### src/tfe_pkg.sv
// Package for the three-floor elevator controller: the controller state type,
// the state codes, the event codes, the reset door timeout and the floor codes. No dependencies.
package tfe_pkg;

    typedef enum logic [2:0] {
        ST_OPENING = 3'd0,
        ST_OPEN    = 3'd1,
        ST_CLOSING = 3'd2,
        ST_UP      = 3'd3,
        ST_DOWN    = 3'd4
    } ctrl_state_t;

    // Event codes carried on s_tuser
    localparam logic [3:0] EV_DOOR_BTN   = 4'd0;
    localparam logic [3:0] EV_UP_CALL    = 4'd1;
    localparam logic [3:0] EV_DOWN_CALL  = 4'd2;
    localparam logic [3:0] EV_CABIN_CALL = 4'd3;
    localparam logic [3:0] EV_OPENED     = 4'd4;
    localparam logic [3:0] EV_CLOSED     = 4'd5;
    localparam logic [3:0] EV_PASSING    = 4'd6;
    localparam logic [3:0] EV_STOPPED    = 4'd7;
    localparam logic [3:0] EV_TICK       = 4'd8;

    localparam logic [15:0] DOOR_TIMEOUT_RESET = 16'd500;
    localparam logic [1:0]  FLOOR_1 = 2'd1;
    localparam logic [1:0]  FLOOR_2 = 2'd2;
    localparam logic [1:0]  FLOOR_3 = 2'd3;

    typedef struct packed {
        ctrl_state_t mode_state;
        logic [1:0]  car_pos;
        logic        going_up;
        logic        going_down;
        logic [2:0]  up_calls;
        logic [2:0]  down_calls;
        logic [2:0]  cabin_calls;
        logic [15:0] timeout_count;
        logic        timer_armed;
        logic        door_cmd;
        logic [1:0]  target;
    } tfe_state_t;

endpackage

### src/tfe_core.sv
// Next-state logic of the elevator controller: one event applied to the
// current state. Purely combinational; depends on tfe_pkg.
module tfe_core
    import tfe_pkg::*;
(
    input  tfe_state_t  cur_state,
    input  logic [3:0]  ev_mode,
    input  logic [1:0]  ev_floor,
    input  logic [15:0] close_ticks,
    output tfe_state_t  next_state
);

    function automatic logic [2:0] bit_of(input logic [1:0] f);
        unique case (f)
            FLOOR_1: bit_of = 3'b001;
            FLOOR_2: bit_of = 3'b010;
            FLOOR_3: bit_of = 3'b100;
            default: bit_of = 3'b000;
        endcase
    endfunction

    function automatic logic has(input logic [2:0] m, input logic [1:0] f);
        has = |(m & bit_of(f));
    endfunction

    function automatic logic any_at(input tfe_state_t s, input logic [1:0] f);
        any_at = has(s.up_calls | s.down_calls | s.cabin_calls, f);
    endfunction

    function automatic logic hall_pending(input tfe_state_t s);
        hall_pending = |(s.up_calls | s.down_calls);
    endfunction

    function automatic logic [1:0] dest_up(input tfe_state_t s);
        if (any_at(s, FLOOR_2) && s.car_pos <= FLOOR_2) dest_up = FLOOR_2;
        else if (any_at(s, FLOOR_3))                    dest_up = FLOOR_3;
        else                                            dest_up = s.car_pos;
    endfunction

    function automatic logic [1:0] dest_down(input tfe_state_t s);
        if (any_at(s, FLOOR_2) && s.car_pos >= FLOOR_2) dest_down = FLOOR_2;
        else if (any_at(s, FLOOR_1))                    dest_down = FLOOR_1;
        else                                            dest_down = s.car_pos;
    endfunction

    function automatic logic should_rise(input tfe_state_t s);
        if (s.going_down || dest_up(s) == s.car_pos) should_rise = 1'b0;
        else if (s.car_pos == FLOOR_1)
            should_rise = has(s.cabin_calls, FLOOR_2) | has(s.cabin_calls, FLOOR_3) |
                          has(s.up_calls, FLOOR_2) | has(s.up_calls, FLOOR_3);
        else if (s.car_pos == FLOOR_2)
            should_rise = has(s.cabin_calls, FLOOR_3) | has(s.up_calls, FLOOR_3);
        else should_rise = 1'b0;
    endfunction

    function automatic logic should_sink(input tfe_state_t s);
        if (s.going_up || dest_down(s) == s.car_pos) should_sink = 1'b0;
        else if (s.car_pos == FLOOR_2)
            should_sink = has(s.cabin_calls, FLOOR_1) | has(s.down_calls, FLOOR_1);
        else if (s.car_pos == FLOOR_3)
            should_sink = has(s.cabin_calls, FLOOR_1) | has(s.cabin_calls, FLOOR_2) |
                          has(s.down_calls, FLOOR_1) | has(s.down_calls, FLOOR_2);
        else should_sink = 1'b0;
    endfunction

    function automatic logic rise_for_down(input tfe_state_t s);
        rise_for_down = (has(s.down_calls, FLOOR_2) && s.car_pos <= FLOOR_2) ||
                        has(s.down_calls, FLOOR_3);
    endfunction

    function automatic logic sink_for_up(input tfe_state_t s);
        sink_for_up = (has(s.up_calls, FLOOR_2) && s.car_pos > FLOOR_2) ||
                      (has(s.up_calls, FLOOR_1) && s.car_pos > FLOOR_1);
    endfunction

    function automatic tfe_state_t enter_opening(input tfe_state_t s);
        tfe_state_t r;
        logic [2:0] b;
        r = s;
        b = bit_of(s.car_pos);
        r.mode_state  = ST_OPENING;
        r.door_cmd    = 1'b0;
        r.cabin_calls = r.cabin_calls & ~b;
        if (s.car_pos == FLOOR_2) begin
            if (s.going_up) r.up_calls   = r.up_calls & ~b;
            else            r.down_calls = r.down_calls & ~b;
        end else begin
            // end floors: service direction turns around here
            r.up_calls   = r.up_calls & ~b;
            r.down_calls = r.down_calls & ~b;
            r.going_up   = (s.car_pos == FLOOR_1);
            r.going_down = (s.car_pos != FLOOR_1);
        end
        return r;
    endfunction

    function automatic tfe_state_t enter_open(input tfe_state_t s, input logic [15:0] tmo);
        tfe_state_t r;
        r = s;
        r.mode_state = ST_OPEN;
        if (r.going_up && !should_rise(r))   r.going_up = 1'b0;
        if (r.going_down && !should_sink(r)) r.going_down = 1'b0;
        if (r.cabin_calls != 3'b000 || hall_pending(r)) begin
            r.timeout_count = tmo;
            r.timer_armed   = 1'b1;
        end
        if (r.cabin_calls == 3'b000 && hall_pending(r)) begin
            if (rise_for_down(r)) begin
                r.going_up   = 1'b1;
                r.going_down = 1'b0;
            end else if (sink_for_up(r)) begin
                r.going_down = 1'b1;
                r.going_up   = 1'b0;
            end
        end
        return r;
    endfunction

    function automatic tfe_state_t enter_closing(input tfe_state_t s);
        tfe_state_t r;
        r = s;
        r.mode_state = ST_CLOSING;
        r.door_cmd   = 1'b1;
        return r;
    endfunction

    function automatic tfe_state_t enter_up(input tfe_state_t s);
        tfe_state_t r;
        r = s;
        r.mode_state = ST_UP;
        r.going_up   = 1'b1;
        r.going_down = 1'b0;
        r.target     = dest_up(s);
        return r;
    endfunction

    function automatic tfe_state_t enter_down(input tfe_state_t s);
        tfe_state_t r;
        r = s;
        r.mode_state = ST_DOWN;
        r.going_down = 1'b1;
        r.going_up   = 1'b0;
        r.target     = dest_down(s);
        return r;
    endfunction

    function automatic tfe_state_t latch_call(input tfe_state_t s, input logic [3:0] kind,
                                              input logic [1:0] f);
        tfe_state_t r;
        r = s;
        if (kind == EV_UP_CALL)        r.up_calls    = r.up_calls | bit_of(f);
        else if (kind == EV_DOWN_CALL) r.down_calls  = r.down_calls | bit_of(f);
        else                           r.cabin_calls = r.cabin_calls | bit_of(f);
        return r;
    endfunction

    function automatic tfe_state_t on_closed(input tfe_state_t s);
        tfe_state_t r;
        if (should_rise(s))      r = enter_up(s);
        else if (should_sink(s)) r = enter_down(s);
        else if (s.cabin_calls == 3'b000 && hall_pending(s) && rise_for_down(s))
            r = enter_up(s);
        else if (s.cabin_calls == 3'b000 && hall_pending(s) && sink_for_up(s))
            r = enter_down(s);
        else r = enter_opening(s);
        return r;
    endfunction

    function automatic tfe_state_t on_call(input tfe_state_t s, input logic [3:0] kind,
                                           input logic [1:0] f);
        tfe_state_t r;
        r = s;
        unique case (s.mode_state)
            ST_OPENING: if (f != s.car_pos) r = latch_call(s, kind, f);
            ST_OPEN:    if (f != s.car_pos) r = enter_closing(latch_call(s, kind, f));
            ST_CLOSING: begin
                if (f == s.car_pos) r = enter_opening(s);
                else                r = latch_call(s, kind, f);
            end
            ST_UP: begin
                r = latch_call(s, kind, f);
                if (kind != EV_DOWN_CALL) r.target = dest_up(r);
            end
            default: begin
                r = latch_call(s, kind, f);
                if (kind != EV_UP_CALL) r.target = dest_down(r);
            end
        endcase
        return r;
    endfunction

    function automatic tfe_state_t on_tick(input tfe_state_t s);
        tfe_state_t r;
        r = s;
        if (s.timer_armed) begin
            if (s.timeout_count <= 16'd1) begin
                r.timeout_count = 16'd0;
                r.timer_armed   = 1'b0;
                if (s.mode_state == ST_OPEN) r = enter_closing(r);
            end else begin
                r.timeout_count = s.timeout_count - 16'd1;
            end
        end
        return r;
    endfunction

    logic moving;

    always_comb begin
        moving     = (cur_state.mode_state == ST_UP) || (cur_state.mode_state == ST_DOWN);
        next_state = cur_state;
        if (ev_mode == EV_TICK) begin
            next_state = on_tick(cur_state);
        end else if (ev_mode == EV_DOOR_BTN) begin
            if (cur_state.mode_state == ST_CLOSING) next_state = enter_opening(cur_state);
        end else if (ev_mode < EV_TICK && ev_floor != 2'd0) begin
            if (ev_mode <= EV_CABIN_CALL) begin
                next_state = on_call(cur_state, ev_mode, ev_floor);
            end else if (ev_mode == EV_OPENED) begin
                if (cur_state.mode_state == ST_OPENING)
                    next_state = enter_open(cur_state, close_ticks);
            end else if (ev_mode == EV_CLOSED) begin
                if (cur_state.mode_state == ST_CLOSING) next_state = on_closed(cur_state);
            end else if (ev_mode == EV_PASSING) begin
                if (moving) next_state.car_pos = ev_floor;
            end else if (moving) begin
                next_state.car_pos = ev_floor;
                next_state = enter_opening(next_state);
            end
        end
    end

endmodule

### src/three_floor_elevator_controller_unit.sv
// Top level of the three-floor elevator controller: input register, state
// registers and result register around tfe_core. Depends on tfe_pkg, tfe_core.
//
// Usage:
//   Events enter on the s_ stream: s_tuser carries the event code (door
//   button, hall up/down call, cabin call, door opened/closed, passing floor,
//   stopped at floor, tick) and s_tdata the floor it refers to. Every event
//   yields exactly one snapshot on the m_ stream: controller state, car floor,
//   direction flags, the nine call lamps, door command, car target and
//   whether the door timeout counter is armed, all as they stand after the
//   event.
//   The door timeout (in ticks) is set through cfg_we/cfg_wdata; write it
//   only while no event is in flight.
//   An accepted item is first held in the input register; its snapshot shows
//   on m_tdata once the next-state logic loads the result register.
//   Throughput is one item per cycle while the receiver does not stall; the
//   next-state logic feeds the state registers directly, so back-to-back
//   events are fine.
//   When the receiver stalls, the result register holds its item, the input
//   register takes one more item, and s_tready then drops until m_tready
//   returns.
//   Reset (aresetn low, synchronous): door opening at floor 1, direction up,
//   no calls, timer disarmed, door commanded open, target floor 1, timeout
//   500 ticks, both stream stages empty.
module three_floor_elevator_controller_unit
    import tfe_pkg::*;
(
    input  logic        aclk,
    input  logic        aresetn,
    // configuration: door timeout in ticks
    input  logic        cfg_we,
    input  logic [15:0] cfg_wdata,
    // event stream
    input  logic        s_tvalid,
    output logic        s_tready,
    input  logic [7:0]  s_tdata,   // [1:0] floor, [7:2] zero
    input  logic [3:0]  s_tuser,   // [3:0] mode (event code)
    // snapshot stream
    output logic        m_tvalid,
    input  logic        m_tready,
    output logic [23:0] m_tdata    // [2:0] ctrl_state, [4:3] car_floor, [5] dir_up,
                                   // [6] dir_down, [9:7] up_lamps, [12:10] down_lamps,
                                   // [15:13] cabin_lamps, [16] door_close_cmd,
                                   // [18:17] car_target, [19] timer_running, [23:20] zero
);

    // config register
    logic [15:0] close_ticks_reg;

    // input stage
    logic        in_valid_reg;
    logic [3:0]  in_mode_reg;
    logic [1:0]  in_floor_reg;

    // controller state
    tfe_state_t  state_reg;
    tfe_state_t  state_next;

    // result stage
    logic        out_valid_reg;
    logic [23:0] out_data_reg;

    logic advance;      // result register can take the item in the input stage

    assign advance  = !out_valid_reg || m_tready;
    assign s_tready = !in_valid_reg || advance;
    assign m_tvalid = out_valid_reg;
    assign m_tdata  = out_data_reg;

    tfe_core u_core (
        .cur_state   (state_reg),
        .ev_mode     (in_mode_reg),
        .ev_floor    (in_floor_reg),
        .close_ticks (close_ticks_reg),
        .next_state  (state_next)
    );

    always_ff @(posedge aclk) begin
        if (!aresetn) begin
            close_ticks_reg <= DOOR_TIMEOUT_RESET;
        end else if (cfg_we) begin
            close_ticks_reg <= cfg_wdata;
        end
    end

    // input register: reloads whenever the stage is empty or moves on
    always_ff @(posedge aclk) begin
        if (!aresetn) begin
            in_valid_reg <= 1'b0;
        end else if (s_tready) begin
            in_valid_reg <= s_tvalid;
        end
        if (s_tready && s_tvalid) begin
            in_mode_reg  <= s_tuser;
            in_floor_reg <= s_tdata[1:0];
        end
    end

    // state and result register: the event in the input stage is applied
    // exactly once, when it moves into the result register
    always_ff @(posedge aclk) begin
        if (!aresetn) begin
            state_reg.mode_state    <= ST_OPENING;
            state_reg.car_pos       <= FLOOR_1;
            state_reg.going_up      <= 1'b1;
            state_reg.going_down    <= 1'b0;
            state_reg.up_calls      <= 3'b000;
            state_reg.down_calls    <= 3'b000;
            state_reg.cabin_calls   <= 3'b000;
            state_reg.timeout_count <= 16'd0;
            state_reg.timer_armed   <= 1'b0;
            state_reg.door_cmd      <= 1'b0;
            state_reg.target        <= FLOOR_1;
            out_valid_reg           <= 1'b0;
        end else if (advance) begin
            out_valid_reg <= in_valid_reg;
            if (in_valid_reg) state_reg <= state_next;
        end
        if (advance && in_valid_reg) begin
            out_data_reg <= {4'b0000, state_next.timer_armed, state_next.target,
                             state_next.door_cmd, state_next.cabin_calls,
                             state_next.down_calls, state_next.up_calls,
                             state_next.going_down, state_next.going_up,
                             state_next.car_pos, state_next.mode_state};
        end
    end

    // a snapshot only appears when an item stood in the input stage
    a_out_from_input: assert property (@(posedge aclk) disable iff (!aresetn)
        $rose(m_tvalid) |-> $past(in_valid_reg))
        else $error("result appeared without an input item");

    // state moves only when an item is applied
    a_state_hold: assert property (@(posedge aclk) disable iff (!aresetn)
        !(advance && in_valid_reg) |=> $stable(state_reg))
        else $error("controller state changed without an item");

    // the door is driven closed exactly while closing or moving
    a_door_cmd: assert property (@(posedge aclk) disable iff (!aresetn)
        state_reg.door_cmd == (state_reg.mode_state == ST_CLOSING ||
                               state_reg.mode_state == ST_UP ||
                               state_reg.mode_state == ST_DOWN))
        else $error("door command disagrees with controller state");

    // car position and target are always real floors
    a_floor_valid: assert property (@(posedge aclk) disable iff (!aresetn)
        state_reg.car_pos != 2'd0 && state_reg.target != 2'd0)
        else $error("car position or target left the floor range");

endmodule
### config.mk
export PLATFORM = sky130hd
export DESIGN_NAME = three_floor_elevator_controller_unit
export DESIGN_NICKNAME = d
export VERILOG_FILES = /design/src/tfe_pkg.sv /design/src/tfe_core.sv /design/src/three_floor_elevator_controller_unit.sv
export SDC_FILE = /design/constraint.sdc
export NUM_CORES = 1
export LEC_CHECK = 0
export ABC_AREA = 1
export BUFFER_PORTS_ARGS = -buffer_cell sky130_fd_sc_hd__buf_2
export CAP_MARGIN = 5
export CELL_PAD_IN_SITES_DETAIL_PLACEMENT = 0
export CELL_PAD_IN_SITES_GLOBAL_PLACEMENT = 1
export CORE_ASPECT_RATIO = 0.5
export CORE_MARGIN = 1
export CORE_UTILIZATION = 25
export DETAILED_ROUTE_END_ITERATION = 10
export GPL_TIMING_DRIVEN = 0
export HOLD_SLACK_MARGIN = 0.03
export PLACE_DENSITY = 0.5
export SLEW_MARGIN = 20
export SYNTH_ARGS = -nofsm -noshare
export SYNTH_HDL_FRONTEND = slang
export SYNTH_HIERARCHICAL = 1
export SYNTH_SLANG_ARGS = --single-unit
export TNS_END_PERCENT = 5
### constraint.sdc
create_clock -name aclk -period 6.06 [get_ports aclk]
set_clock_uncertainty 0.05 [all_clocks]
set_input_delay 0.303 -clock aclk [delete_from_list [all_inputs] [get_ports aclk]]
set_output_delay 0.303 -clock aclk [all_outputs]
set_load 0.02 [all_outputs]
Word level (Yosys, flattened, before mapping)
Cells that the tools add are included.
Widths: inputs -> output; s select.
- output and inout port bits: 26
- word-level logic and storage cells: 887
- register bits: 80
- bitwise operators: 104
- multiplexer cells: 625
- eq/ne operators: 29
- add/sub/neg operators: 1
- $lt $le $gt $ge: 7
- reduce and logical (&&, ||, !) cells: 104
- operator list (cell ; number):
    $mux 3 ; 476
    $mux 36 ; 18
    $and 3x3->3 ; 63
    $reduce_or 3->1 ; 52
    $pmux 36 s4 ; 1
    $mux 6 ; 19
    $mux 2 ; 56
    $or 3x3->3 ; 21
    $mux 1 ; 47
    $mux 16 ; 2
    $mux 31 ; 1
    $mux 29 ; 1
    $logic_and 1x1->1 ; 24
    $pmux 3 s3 ; 2
    $mux 17 ; 1
    $le 16x1->1 const B ; 1
    $or 1x1->1 ; 16
    $sub 16x1->16 const B ; 1
    $eq 4x3->1 const B ; 3
    $logic_or 1x1->1 ; 12
    $not 3->3 ; 4
    $eq 2x2->1 ; 5
    $reduce_bool 2->1 ; 5
    $reduce_and 9->1 ; 1
    other kinds (26) ; 38

Depth between registers and ports, before layout
- depth in word-level cells: 183
- depth in mapped cells: 20
- mapped depth without buffers: 20

Modules after synthesis
The synthesis kept the hierarchy.
- by module, submodules not included (module ; sequential area each (um2) ; instances ; area each (um2) ; cells each):
    three_floor_elevator_controller_unit ; 1861.8 ; 1 ; 3022.9 ; 342
    tfe_core ; 0.0 ; 1 ; 2736.4 ; 565

Worst setup path after synthesis
OpenSTA, ideal clock, no wires.
- path type: register -> register
- from: reg state_reg[4] (netlist bit)
- to: reg state_reg[12] (netlist bit)
- stages on the path, launching flop included: 14
- data arrival time: 1.881 ns
- required time: 5.946 ns
- buffers on the path: 1
- slack: 4.065 ns
- cell sequence: dfxtp_1 > inv_1 > ha_1 > and2_1 > inv_1 > nor2_1 > o211ai_1 > nand2_1 > buf_6 > o32ai_1 > clkinv_1 > nand3_1 > nand2_1 > nor2_1
- RTL lines (item ; line ; RTL):
    start, declared ; three_floor_elevator_controller_unit.sv:56 ; tfe_state_t state_reg;
    start signal, assigned ; three_floor_elevator_controller_unit.sv:117 ; if (in_valid_reg) state_reg <= state_next;

==> flow_summary.json <==
{
  "outcome": "complete, no violations",
  "async_reset_ff_frac": 0,
  "fp.dieH_um": 109.3,
  "cts_made_buffers": 9,
  "drv_cap": 0,
  "grt_pass1_vias": 6001,
  "setup_slack_ns": 3.104,
  "min_period_ns": 2.956,
  "port_buffers": 47,
  "clkTransAtPathRegs_ns": 0.06,
  "worst_pin_slew_ns": 0.8385,
  "grt_overflow": 0,
  "ys_seq_elements": 80,
  "drtPass1Iterations": 6,
  "power_density_nw_per_um2": 238.4,
  "n_antenna_cell": 0,
  "finalHoldViolCount": 0,
  "max-vdd-ir-drop_mv": 0.1274,
  "ys.flop_type": "dfxtp_1",
  "critPathLaunchType": "flop",
  "ys_seq_area_frac": 0.3233,
  "largest_reg_flops": 36,
  "synthDistinctLibCells": 51,
  "tns_ns": 0,
  "max_slew_margin": 0.4404,
  "finalInstanceArea_um2": 6700,
  "die_w_um": 216.7,
  "synth_area_leaders": "dfxtp_1 19%, edfxtp_1 14%, nand2_1 13%",
  "drive_gt1_frac": 0.1418,
  "syn_to_final_growth_pct": 16.34,
  "ioPinCount": 59,
  "syn-mean-instance-area_um2": 6.350,
  "placed_area_um2": 6381,
  "postCtsSetupBuffers": 0,
  "start_util": 0.2605,
  "period_share": 0.4878,
  "cts_max_path_buffers": 2,
  "cts_tree": "built",
  "htreeDepth": 3,
  "slew_viol_final": 0,
  "fillers": 2572,
  "vias_per_cell": 4.898,
  "cp_max_fo": 10,
  "core-area_um2": 22110,
  "synth_top_area_frac": 0.1877,
  "syn_inst": 907,
  "crit_required_ns": 6.30,
  "rsz0062_at_grt": "no",
  "path_class": "flop to flop",
  "setup_violations": 0,
  "utilization": 0.3031,
  "max_freq_mhz": 338.3,
  "yosysTopAreaCell": "dfxtp_1",
  "cts_resized": 0,
  "dr.first_iter.drc_count": 529,
  "ant_nets": 0,
  "grtUsageTotal": 0.2021,
  "place_congestion": 0.9379,
  "root_buffer": "clkbuf_16",
  "p_total_uw": 1597,
  "grt_start_max_net_pins": 21,
  "synth-edff-count": 26,
  "antenna_found_initial": 0,
  "clk-insertion-delay-late_ns": 0.35,
  "arrival_ns": 3.20,
  "wl_per_cell_um": 18.05,
  "hpwl_um": 17770,
  "grt_pass1_wl_um": 35880,
  "p_leak_uw": 0.003034,
  "yosys_warnings": 6,
  "drc_errors": 0,
  "cts_num_sinks": 80,
  "wl_um": 22980,
  "fp.dieArea_um2": 23690,
  "vias": 6235,
  "rows": 38,
  "nets": 1003,
  "endpoint_kind": "flop",
  "hold_buffers": 0,
  "hp-class": "input pin to flop",
  "place_ws_ns": 3.179,
  "synth_area_um2": 5759
}
[cell usage in the layout (no fill, tap or decap), drive strengths merged, types with 6 or more instances in the layout]
cell type	netlist	layout
edfxtp	26	26
o21ai	77	77
nand3	105	105
xor2	8	8
inv	78	78
o22ai	10	10
clkinv	36	38
o211ai	6	6
buf	36	83
nand4	7	7
clkbuf	6	18
dfxtp	54	54
nand2	211	211
a21oi	72	72
nor2	130	130
nor3	10	10
[report_power, final]
group | internal [uW] | switching [uW] | total (uW)
Clock | 356 | 228 | 583
Combinational | 118 | 258 | 376
Sequential | 593 | 44.6 | 638
Total | 1070 | 531 | 1600
[area by class of cell]
type | instances | area (um^2) | share of cell area
Inverter | 114 | 431.7 | 0.06443
Clock buffer | 12 | 267.8 | 0.03996
Buffer | 42 | 235.2 | 0.03511
Multi-Input combinational cell | 674 | 3242 | 0.4838
Clock inverter | 4 | 51.30 | 0.007656
Timing Repair Buffer | 47 | 235.2 | 0.03511
Sequential cell | 80 | 1862 | 0.2779
Tap cell | 300 | 375.4 | 0.05602
[per-stage QoR]
stage,hold WS [ns],cells
2_1_floorplan,0.3519,910
3_3_place_gp,0.3920,1257
3_5_place_dp,0.4052,1257
4_1_cts,0.06331,1273
5_1_grt,0.06763,1273
6_report,0.08017,1273
[metal layers]
layer,GRT usage,vias up,wire [um]
li1,-,3111,-
met1,0.2869,2953,11790
met2,0.3226,154,10000
met3,0.03071,17,917
met4,0.04577,0,266
met5,0,-,0
[worst paths after layout]
path                      start            endpoint  slack, ns  cells past startpoint
max reg2reg      in_mode_reg[2]       state_reg[29]       3.10                     11
max              in_mode_reg[2]       state_reg[29]       3.10                     11
min                  s_tuser[1]      in_mode_reg[1]       0.08                      1
min reg2reg  close_ticks_reg[8]  close_ticks_reg[8]       0.42                      2
[kinds of logic after synthesis]
| family | count (synthesis) | synth area share |
|---|---|---|
| AOI/OAI and AO/OA | 183 | 0.1747 |
| xor gates and xnor gates | 11 | 0.01673 |
| adders and majority gates | 2 | 0.004344 |
| buffers and inverters | 156 | 0.1158 |
| DFF | 80 | 0.3233 |
| other | 1 | 0.0006511 |
| and+or+nand+nor | 474 | 0.3645 |
[cell usage after synthesis, types with 2 or more instances]
cell type,count
xor2_1,8
edfxtp_1,26
o22ai_1,10
buf_2,25
inv_2,13
a21oi_1,70
nor4_1,4
a21oi_2,2
and2_1,2
nand2_1,205
nand3_1,101
xnor2_1,3
o21ai_1,21
o21bai_1,2
inv_1,64
nor3_1,10
a32o_1,3
nand3_2,3
nor2_8,2
nand2_4,2
clkbuf_1,5
a31oi_1,5
o211ai_1,6
nand2_2,4
nor2_4,2
dfxtp_1,54
a21boi_0,2
clkinv_1,35
o21ai_0,55
nand4_1,6
nor2_2,5
ha_1,2
nor2_1,121
o32ai_1,2
nand3b_1,2
buf_4,10
[critical path: stages, from the launching register on]
cell and delay [ns]:
edfxtp_1 0.59, nor2_4 0.36, inv_1 0.11, clkbuf_1 0.32
nor2_1 0.45, a21boi_0 0.25, a211oi_1 0.07, a21oi_1 0.36
clkinv_1 0.12, nand3_1 0.09, nand2_1 0.05, nor2_1 0.07
Power figures use the tool's default switching activity.
